File: src/hw/rtl/rme_pkg.sv
// ----------------------------------------------------------------------------
// rme_pkg
// Shared types, fixed-point widths and constants for the rotation matrix to
// Euler angle pipeline.
// ----------------------------------------------------------------------------
package rme_pkg;

    localparam int IN_W          = 16;   // Q1.14 matrix element
    localparam int GUARD_SHIFT   = 8;    // Q1.14 -> Q1.22
    localparam int VEC_W         = 27;   // CORDIC x/y, headroom for gain and negation
    localparam int ANG_W         = 28;   // angle accumulator, 2^-24 rad units
    localparam int OUT_W         = 16;   // Q3.13 angle
    localparam int THR_W         = 15;
    localparam int TABLE_LEN     = 24;
    localparam int CORDIC_STAGES_DEF = 16;
    localparam int GAIN_W        = 30;
    localparam int GAIN_SHIFT    = 30;
    localparam int ROUND_SHIFT   = 11;   // 2^-24 -> 2^-13
    localparam int PROD_W        = VEC_W + GAIN_W + 1;
    localparam int RND_W         = ANG_W + 1 - ROUND_SHIFT;

    localparam logic [THR_W-1:0]        THR_RESET = THR_W'(1);
    localparam logic signed [ANG_W-1:0] PI_Q24    = ANG_W'(52707179);
    localparam logic [GAIN_W-1:0]       INV_GAIN  = GAIN_W'(652032874);
    localparam logic signed [RND_W-1:0] OUT_MAX   = RND_W'(25736);
    localparam logic signed [ANG_W:0]   RND_BIAS  = (ANG_W+1)'(1024);

    localparam logic signed [ANG_W-1:0] ATAN_TAB [TABLE_LEN] = '{
        ANG_W'(13176795), ANG_W'(7778716), ANG_W'(4110060), ANG_W'(2086331),
        ANG_W'(1047214),  ANG_W'(524117),  ANG_W'(262123),  ANG_W'(131069),
        ANG_W'(65536),    ANG_W'(32768),   ANG_W'(16384),   ANG_W'(8192),
        ANG_W'(4096),     ANG_W'(2048),    ANG_W'(1024),    ANG_W'(512),
        ANG_W'(256),      ANG_W'(128),     ANG_W'(64),      ANG_W'(32),
        ANG_W'(16),       ANG_W'(8),       ANG_W'(4),       ANG_W'(2)
    };

    typedef struct packed {
        logic signed [IN_W-1:0] r00;
        logic signed [IN_W-1:0] r10;
        logic signed [IN_W-1:0] r20;
        logic signed [IN_W-1:0] r21;
        logic signed [IN_W-1:0] r22;
        logic signed [IN_W-1:0] r11;
        logic signed [IN_W-1:0] r12;
    } mat_t;

    typedef struct packed {
        logic signed [OUT_W-1:0] roll_angle;
        logic signed [OUT_W-1:0] pitch_angle;
        logic signed [OUT_W-1:0] yaw_angle;
        logic                    singular;
    } euler_t;

    // Round a 2^-24 rad angle to Q3.13 and clamp to +-pi.
    function automatic logic signed [OUT_W-1:0] round_angle(
        input logic signed [ANG_W-1:0] z
    );
        logic signed [ANG_W:0]   s;
        logic signed [RND_W-1:0] r;
        s = {z[ANG_W-1], z} + RND_BIAS;
        r = $signed(s[ANG_W:ROUND_SHIFT]);
        if (r > OUT_MAX)
            r = OUT_MAX;
        else if (r < -OUT_MAX)
            r = -OUT_MAX;
        return r[OUT_W-1:0];
    endfunction

endpackage

File: src/hw/rtl/rme_cordic_stage.sv
// ----------------------------------------------------------------------------
// rme_cordic_stage
// One registered CORDIC vectoring micro-rotation with a fixed shift.
// ----------------------------------------------------------------------------
module rme_cordic_stage #(
    parameter int SHIFT  = 0,
    parameter int SIDE_W = 1
) (
    input  logic                             clk,
    input  logic                             en,
    input  logic signed [rme_pkg::VEC_W-1:0] x_in,
    input  logic signed [rme_pkg::VEC_W-1:0] y_in,
    input  logic signed [rme_pkg::ANG_W-1:0] z_in,
    input  logic                             zero_in,
    input  logic        [SIDE_W-1:0]         side_in,
    output logic signed [rme_pkg::VEC_W-1:0] x_out,
    output logic signed [rme_pkg::VEC_W-1:0] y_out,
    output logic signed [rme_pkg::ANG_W-1:0] z_out,
    output logic                             zero_out,
    output logic        [SIDE_W-1:0]         side_out
);
    localparam logic signed [rme_pkg::ANG_W-1:0] ANGLE = rme_pkg::ATAN_TAB[SHIFT];

    logic signed [rme_pkg::VEC_W-1:0] x_reg, x_next;
    logic signed [rme_pkg::VEC_W-1:0] y_reg, y_next;
    logic signed [rme_pkg::ANG_W-1:0] z_reg, z_next;
    logic signed [rme_pkg::VEC_W-1:0] dx, dy;
    logic                             zero_reg;
    logic        [SIDE_W-1:0]         side_reg;

    assign dx = y_in >>> SHIFT;
    assign dy = x_in >>> SHIFT;

    always_comb
    begin
        // rotate toward the x axis
        if (!y_in[rme_pkg::VEC_W-1])
        begin
            x_next = x_in + dx;
            y_next = y_in - dy;
            z_next = z_in + ANGLE;
        end
        else
        begin
            x_next = x_in - dx;
            y_next = y_in + dy;
            z_next = z_in - ANGLE;
        end
    end

    always_ff @(posedge clk)
    begin
        if (en)
        begin
            x_reg    <= x_next;
            y_reg    <= y_next;
            z_reg    <= z_next;
            zero_reg <= zero_in;
            side_reg <= side_in;
        end
    end

    assign x_out    = x_reg;
    assign y_out    = y_reg;
    assign z_out    = z_reg;
    assign zero_out = zero_reg;
    assign side_out = side_reg;
endmodule

File: src/hw/rtl/rme_cordic.sv
// ----------------------------------------------------------------------------
// rme_cordic
// Pipelined CORDIC vectoring: a quadrant fold stage, then one register stage
// per micro-rotation. Gives scaled magnitude and atan2(y, x).
// ----------------------------------------------------------------------------
module rme_cordic #(
    parameter int CORDIC_STAGES = rme_pkg::CORDIC_STAGES_DEF,
    parameter int SIDE_W        = 1
) (
    input  logic                             clk,
    input  logic                             en,
    input  logic signed [rme_pkg::VEC_W-1:0] x_in,
    input  logic signed [rme_pkg::VEC_W-1:0] y_in,
    input  logic        [SIDE_W-1:0]         side_in,
    output logic signed [rme_pkg::VEC_W-1:0] mag,
    output logic signed [rme_pkg::ANG_W-1:0] ang,
    output logic        [SIDE_W-1:0]         side_out
);
    localparam int NSTG = (CORDIC_STAGES < rme_pkg::TABLE_LEN) ?
                          CORDIC_STAGES : rme_pkg::TABLE_LEN;

    logic signed [rme_pkg::VEC_W-1:0] xs [NSTG+1];
    logic signed [rme_pkg::VEC_W-1:0] ys [NSTG+1];
    logic signed [rme_pkg::ANG_W-1:0] zs [NSTG+1];
    logic                             zs_zero [NSTG+1];
    logic        [SIDE_W-1:0]         sides [NSTG+1];

    logic signed [rme_pkg::VEC_W-1:0] x0_reg, x0_next;
    logic signed [rme_pkg::VEC_W-1:0] y0_reg, y0_next;
    logic signed [rme_pkg::ANG_W-1:0] z0_reg, z0_next;
    logic                             zero0_reg;
    logic        [SIDE_W-1:0]         side0_reg;

    always_comb
    begin
        // fold the left half plane onto the right, start angle at +-pi
        if (x_in[rme_pkg::VEC_W-1])
        begin
            x0_next = -x_in;
            y0_next = -y_in;
            z0_next = y_in[rme_pkg::VEC_W-1] ? -rme_pkg::PI_Q24 : rme_pkg::PI_Q24;
        end
        else
        begin
            x0_next = x_in;
            y0_next = y_in;
            z0_next = '0;
        end
    end

    always_ff @(posedge clk)
    begin
        if (en)
        begin
            x0_reg    <= x0_next;
            y0_reg    <= y0_next;
            z0_reg    <= z0_next;
            zero0_reg <= (x_in == '0) && (y_in == '0);
            side0_reg <= side_in;
        end
    end

    assign xs[0]      = x0_reg;
    assign ys[0]      = y0_reg;
    assign zs[0]      = z0_reg;
    assign zs_zero[0] = zero0_reg;
    assign sides[0]   = side0_reg;

    for (genvar i = 0; i < NSTG; i++)
    begin : g_stage
        rme_cordic_stage #(
            .SHIFT  (i),
            .SIDE_W (SIDE_W)
        ) u_stage (
            .clk      (clk),
            .en       (en),
            .x_in     (xs[i]),
            .y_in     (ys[i]),
            .z_in     (zs[i]),
            .zero_in  (zs_zero[i]),
            .side_in  (sides[i]),
            .x_out    (xs[i+1]),
            .y_out    (ys[i+1]),
            .z_out    (zs[i+1]),
            .zero_out (zs_zero[i+1]),
            .side_out (sides[i+1])
        );
    end

    assign mag      = xs[NSTG];
    assign ang      = zs_zero[NSTG] ? '0 : zs[NSTG];
    assign side_out = sides[NSTG];
endmodule

File: config.mk
export PLATFORM = sky130hd
export DESIGN_NAME = rme_cordic
export DESIGN_NICKNAME = d
export VERILOG_FILES = /design/src/hw/rtl/rme_pkg.sv /design/src/hw/rtl/rme_cordic_stage.sv /design/src/hw/rtl/rme_cordic.sv
export SDC_FILE = /design/constraint.sdc
export NUM_CORES = 2
export LEC_CHECK = 0
export BUFFER_PORTS_ARGS = -buffer_cell sky130_fd_sc_hd__buf_2
export CORE_MARGIN = 5
export CORE_UTILIZATION = 45
export CTS_CLUSTER_DIAMETER = 60
export DETAILED_ROUTE_END_ITERATION = 8
export GPL_ROUTABILITY_DRIVEN = 0
export GPL_TIMING_DRIVEN = 0
export PLACE_DENSITY = 0.69
export RECOVER_POWER = 100
export SYNTH_ARGS = -nofsm -noshare
export SYNTH_HDL_FRONTEND = slang
export SYNTH_SLANG_ARGS = --single-unit
export TNS_END_PERCENT = 20
File: constraint.sdc
create_clock -name clk -period 5.4 [get_ports clk]
set_input_delay 0.54 -clock clk [delete_from_list [all_inputs] [get_ports clk]]
set_output_delay 0.54 -clock clk [all_outputs]
set_load 0.01 [all_outputs]
* Yosys cells after proc, flatten, opt, wreduce, memory -nomap -nowiden
Index checks and enable logic that the tools add are counted.
W data, S select, Z words.
** Storage, ports and cells
- Word-level logic and storage cells :: 234
- Output and inout bits :: 56
- Input port bits :: 57
- Register bits after elaboration :: 1401
** Cells by class
- Mux-type cells :: 51
- Add/subtract/negate cells :: 95
- Reductions and logical operators :: 3
** Operator list (count)
- $mux W27 :: 32
- $mux W28 :: 18
- $add A28 B18 Y28 const B :: 2
- $sub A28 B18 Y28 const B :: 2
- $add A27 B13 Y27 :: 2
- $add A27 B14 Y27 :: 2
- $add A27 B15 Y27 :: 2
- $add A27 B16 Y27 :: 2
- $add A27 B17 Y27 :: 2
- $add A27 B18 Y27 :: 2
- $add A27 B19 Y27 :: 2
- $add A27 B20 Y27 :: 2
- $add A27 B21 Y27 :: 2
- $add A27 B22 Y27 :: 2
- $add A27 B23 Y27 :: 2
- $add A27 B24 Y27 :: 2
- $add A27 B25 Y27 :: 2
- $add A27 B26 Y27 :: 2
- $logic_not A27 Y1 :: 2
- $neg A27 Y27 :: 2
- $sub A27 B13 Y27 :: 2
- $sub A27 B14 Y27 :: 2
- $sub A27 B15 Y27 :: 2
- $sub A27 B16 Y27 :: 2
- 44 further kinds :: 55

* Depth between registers and ports, before layout
- Depth in word-level cells :: 2
- Mapped depth :: 20
- Mapped depth without buffers :: 20

* By module
From an unflattened synthesis, not the netlist that was laid out.
** Second synthesis, totals
- Cell total of the unflattened synthesis :: 12425
- Area total of the unflattened synthesis :: 118173.3 sq um
** Modules (own cells, without submodules)
- rme_cordic_stage (g_stage[0].u_stage) :: cells each 908, instances 1, area an instance 8000.2 sq um, seq. area each 2492.4 sq um
- rme_cordic_stage (g_stage[3].u_stage) :: cells each 847, instances 1, area an instance 7763.7 sq um, seq. area each 2522.4 sq um
- rme_cordic_stage (g_stage[6].u_stage) :: cells each 836, instances 1, area an instance 7716.2 sq um, seq. area each 2522.4 sq um
- rme_cordic_stage (g_stage[2].u_stage) :: cells each 820, instances 1, area an instance 7679.9 sq um, seq. area each 2522.4 sq um
- rme_cordic_stage (g_stage[5].u_stage) :: cells each 829, instances 1, area an instance 7618.6 sq um, seq. area each 2522.4 sq um
- rme_cordic_stage (g_stage[4].u_stage) :: cells each 817, instances 1, area an instance 7572.3 sq um, seq. area each 2522.4 sq um
- rme_cordic_stage (g_stage[7].u_stage) :: cells each 803, instances 1, area an instance 7543.5 sq um, seq. area each 2522.4 sq um
- rme_cordic_stage (g_stage[1].u_stage) :: cells each 804, instances 1, area an instance 7541.0 sq um, seq. area each 2522.4 sq um
- rme_cordic_stage (g_stage[13].u_stage) :: cells each 724, instances 1, area an instance 6967.9 sq um, seq. area each 2522.4 sq um
- rme_cordic_stage (g_stage[14].u_stage) :: cells each 690, instances 1, area an instance 6749.0 sq um, seq. area each 2522.4 sq um
- rme_cordic_stage (g_stage[10].u_stage) :: cells each 687, instances 1, area an instance 6721.4 sq um, seq. area each 2522.4 sq um
- rme_cordic_stage (g_stage[15].u_stage) :: cells each 673, instances 1, area an instance 6687.7 sq um, seq. area each 2522.4 sq um
- rme_cordic_stage (g_stage[9].u_stage) :: cells each 686, instances 1, area an instance 6687.7 sq um, seq. area each 2522.4 sq um
- rme_cordic_stage (g_stage[12].u_stage) :: cells each 701, instances 1, area an instance 6686.4 sq um, seq. area each 2522.4 sq um
- 3 more rows

* Worst setup path after synthesis
OpenSTA, ideal clock, no wires.
- Kind :: register to register
- Start point :: reg g_stage[4].u_stage.y_reg (netlist bit g_stage[4].u_stage.y_out[26])
- End point :: reg g_stage[5].u_stage.y_reg (netlist bit g_stage[5].u_stage.y_out[23]), data pin
- Setup time :: 261 ps
- Cell stages (with the launch flop) :: 16
- Path slack :: 1129 ps
- Data arrival time :: 4010 ps
- Data required time :: 5139 ps
- Path through :: edfxtp_1 > inv_1 > clkbuf_1 > o41ai_1 > xnor2_1 > ha_1 > and3_1 > a221oi_1 > o21ai_0 > o41ai_1 > o31ai_1 > a21o_1 > a31oi_1 > o21a_1 > nor3_1 > a311o_1
** Between the ends
- Word-level cells in the longest chain between the ends :: 1
** Ends and longest elaborated chain
- start, declared :: RTL line rme_cordic_stage.sv:25 : logic signed [rme_pkg::VEC_W-1:0] y_reg, y_next;
- start signal, assigned :: RTL line rme_cordic_stage.sv:56 : y_reg <= y_next;
- $mux W27 :: RTL line rme_cordic_stage.sv:37 : if (!y_in[rme_pkg::VEC_W-1])
- named net g_stage[5].u_stage.y_next (one bit) :: RTL line rme_cordic_stage.sv:25
- end signal, assigned :: RTL line rme_cordic_stage.sv:56
- end, declared :: RTL line rme_cordic_stage.sv:25
The timed path passes the listed nets, and every way through them passes these cells.
A chain may end at the register's enable or synchronous reset.

* Worst setup path after layout
- Start point :: reg g_stage[8].u_stage.y_reg (netlist bit g_stage[8].u_stage.y_out[26])
- End point :: reg g_stage[9].u_stage.y_reg (netlist bit g_stage[9].u_stage.y_out[26]), data pin
** Between the ends
- Word-level cells in the longest chain between the ends :: 2
- Elaborated cells between the ends (all ways) :: 3
- Classes of those cells :: add/sub: 2; mux: 1
** Ends and longest elaborated chain (RTL line)
- start, declared :: rme_cordic_stage.sv:25
- start signal, assigned :: rme_cordic_stage.sv:56
- $sub A27 B18 Y27 or $add A27 B18 Y27 (tied branches) :: rme_cordic_stage.sv:40, rme_cordic_stage.sv:46
- $mux W27 (*) :: rme_cordic_stage.sv:37
- named net g_stage[9].u_stage.y_next (one bit) :: rme_cordic_stage.sv:25
- end signal, assigned :: rme_cordic_stage.sv:56
- end, declared :: rme_cordic_stage.sv:25
The timed path passes the listed nets; every way through them passes the cells marked *.

==> results.sh <==
export IMPL_drt_pass1_iter_count=6
export IMPL_ys_dominant_reg_cell="edfxtp_1"
export IMPL_min_period_over_period_pct=97.7
export IMPL_die_x_microns=498
export IMPL_fillCellCount=21400
export IMPL_synth_area_leader_cell="edfxtp_1"
export IMPL_slowest_delay_ps=620
export IMPL_cap_violations=3
export IMPL_wl_per_cell_microns=18.5
export IMPL_seqCellArea_sq_um=40800
export IMPL_synthArstFlopShare_pct=0
export IMPL_num_rows=179
export IMPL_dieArea_sq_um=248000
export IMPL_portBuffers=112
export IMPL_synth_top_area_share_pct=38.1
export IMPL_netlist_instances=11000
export IMPL_yosys_warnings=0
export IMPL_cts_buffers=160
export IMPL_cpMaxStageDelayCell="edfxtp_1"
export IMPL_cp_required_ps=5950
export IMPL_synth_most_common_cell="edfxtp_1"
export IMPL_path_cells="clkbuf_1 > clkbuf_1 > mux2_1 > fa_1 > a21o_1 > a21oi_1 > o21ai_0 > a31o_2 > o311ai_0 > a31oi_1 > o22ai_1 > o21ai_0 > a21oi_1 > xnor2_1"
export IMPL_whs_path_depth=2
export IMPL_ys_seq_elements=1359
export IMPL_antenna_found_initial=4
export IMPL_maxSlewHeadroom_pct=-181
export IMPL_hold_start="y_in[17]"
export IMPL_hold_path_endpoint="y0_reg[17]$_DFFE_PP_"
export IMPL_avgSynthCellArea_sq_um=9.73
export IMPL_tns_ps=0
export IMPL_cts_tree="yes"
export IMPL_status="finished with violations"
export IMPL_cp_arrival_ps=5820
export IMPL_final_layout_size_suffix_gt1_share_pct=3.70
export IMPL_period_needed_ps=5270
export IMPL_rrSetupSlack_ps=130
export IMPL_yosys_top_cells_area="edfxtp_1 (38%), ha_1 (14%), xnor2_1 (8.5%)"
export IMPL_synth_area_sq_um=107000
export IMPL_r2r_start="g_stage[8].u_stage.y_out[26]$_DFFE_PP_"
export IMPL_finalHoldViolCount=0
export IMPL_vias=84900
export IMPL_crit_family="compound AO/OA/AOI/OAI gates"
export IMPL_clk_path_buf_depth=3
export IMPL_finClkSkew_ps=49.2
export IMPL_die_height_microns=498
export IMPL_violations="max-capacitance violations, max-slew violations"
export IMPL_clk_pin_slew_ps=60
export IMPL_clock_sinks=1359
export IMPL_io_pins=113
export IMPL_coreArea_sq_um=237000
export IMPL_avgViaCountPerCell=5.80
export IMPL_fmax_ghz=0.190
export IMPL_min_path_type="in2reg"
export IMPL_stdcell_area_sq_um=118000
export IMPL_hpwl_microns=212000
export IMPL_ys_seq_area_share_pct=38.1
export IMPL_grt_usage_pct=21.0
export IMPL_ys_types=84
export IMPL_dpl_cell_area_sq_um=112000
export IMPL_start_kind="register"
export IMPL_largest_register_ff_count=447
export IMPL_cp_max_fo=12
export IMPL_overflow=0
export IMPL_ant_nets=0
export IMPL_path_class="reg2reg"
export IMPL_cp_buffers_inverters=2
export IMPL_grt_pass1_wl_microns=431000
export IMPL_setup_viol=0
export IMPL_cp_end_kind="register"
export IMPL_nets=12700
export IMPL_rsz0062_at_grt="true"
export IMPL_finalWirelength_microns=271000
export IMPL_grt_max_degree=182
export IMPL_drv_slew=477
export IMPL_synth_edf_count=1359
export IMPL_drtIter0Drc=6651
export IMPL_worst_pin_slew_ps=4210
export IMPL_root_buffer="clkbuf_16"
export IMPL_clock_latency_ps=810
export IMPL_multi_input_comb_area_sq_um=63500
export IMPL_reg2reg_to="g_stage[9].u_stage.y_out[26]$_DFFE_PP_"
export IMPL_synth_nets=12300
export IMPL_area_growth_synth_to_final_pct=9.76
export IMPL_worst_r2r_path_depth=14
export IMPL_grt_pass1_vias=82200
export IMPL_start_util_pct=45.1
export IMPL_synth_top_cells_by_count="edfxtp_1 (1,359), ha_1 (1,212), a21oi_1 (1,119)"
export IMPL_drc=0
export IMPL_htreeDepth=4
[worst max path at each step]
stage / cells after the start / from / slack, ps / endpoint
final: 14 / g_stage[8].u_stage.y_out[26]$_DFFE_PP_ / 130 / g_stage[9].u_stage.y_out[26]$_DFFE_PP_
after global placement: 1 / en / -17570 / g_stage[15].u_stage.x_out[11]$_DFFE_PP_
after detailed placement: 14 / g_stage[2].u_stage.y_out[26]$_DFFE_PP_ / -810 / g_stage[3].u_stage.y_out[26]$_DFFE_PP_
after global routing: 15 / g_stage[2].u_stage.y_out[26]$_DFFE_PP_ / -20 / g_stage[3].u_stage.y_out[26]$_DFFE_PP_
after floorplan: 15 / g_stage[4].u_stage.y_out[26]$_DFFE_PP_ / 1130 / g_stage[5].u_stage.y_out[23]$_DFFE_PP_
after CTS: 14 / g_stage[1].u_stage.y_out[26]$_DFFE_PP_ / -70 / g_stage[2].u_stage.x_out[25]$_DFFE_PP_
[cell families after synthesis]
kind of cell / Yosys count / share of synthesized area (%)
muxes: 61 / 0.599
DFF: 1359 / 38.1
adders and majority gates: 1259 / 15.0
AOI/OAI and AO/OA: 3091 / 18.1
xor gates and xnor gates: 1503 / 12.3
and+or+nand+nor: 2971 / 13.2
buffers and inverters: 768 / 2.69
[repair_timing]
| action | CTS | global route |
|---|---|---|
| setup endpoints to repair | 42 | 62 |
| setup buffers | 12 | 11 |
| pin swaps | 0 | 0 |
| hold buffers | 29 | 0 |
| endpoints found under the hold margin | 29 | 0 |
| gates resized for setup | 12 | 20 |
[routing by layer]
| metal | share of wire (%) | GRT usage (%) |
|---|---|---|
| met1 | 43 | 28.0 |
| met2 | 46 | 34.5 |
| met3 | 6.6 | 3.03 |
| met4 | 3.9 | 8.20 |
| met5 | 0.0048 | 0 |
[layout by cell type, fill, tap and decap left out, types with 56 or more instances in the layout]
cell type	count
o21ai_0	545
nor4_1	88
a21o_1	427
nand3_1	161
nand2_1	573
a21oi_1	1120
a31oi_1	118
nor3_1	298
clkbuf_1	245
inv_1	584
a211oi_1	83
or3_1	63
ha_1	1212
xor2_1	464
o31ai_1	56
clkbuf_16	167
edfxtp_1	1359
nor2b_1	183
nand4_1	73
xnor2_1	1039
o21bai_1	150
nand2b_1	143
o21a_1	167
and3_1	124
nor2_1	1061
[area by class of cell]
type	instances	share of cell area (%)
clock inverter	112	0.964
tap	3167	3.37
buffer	178	0.583
multi-input combinational	8885	54.0
antenna	1	0.00213
inverter	590	1.89
clock buffer	186	3.61
timing repair buffer	174	0.902
sequential	1359	34.7
[per-stage QoR]
step / hold WS (ps) / setup slack [ps] / util (%) / cells
3_5_place_dp: 405 / -808 / 47.1 / 14300
6_report: 58.8 / 126 / 49.5 / 14700
3_3_place_gp: 400 / -17570 / 47.0 / 14300
2_1_floorplan: 400 / 1130 / - / 11000
5_1_grt: 44.0 / -21.1 / 49.5 / 14700
4_1_cts: 0.791 / -69.2 / 49.6 / 14600
Power is not shown: default switching activity piles up to over one toggle a cycle in this logic, so the estimate is an artifact.
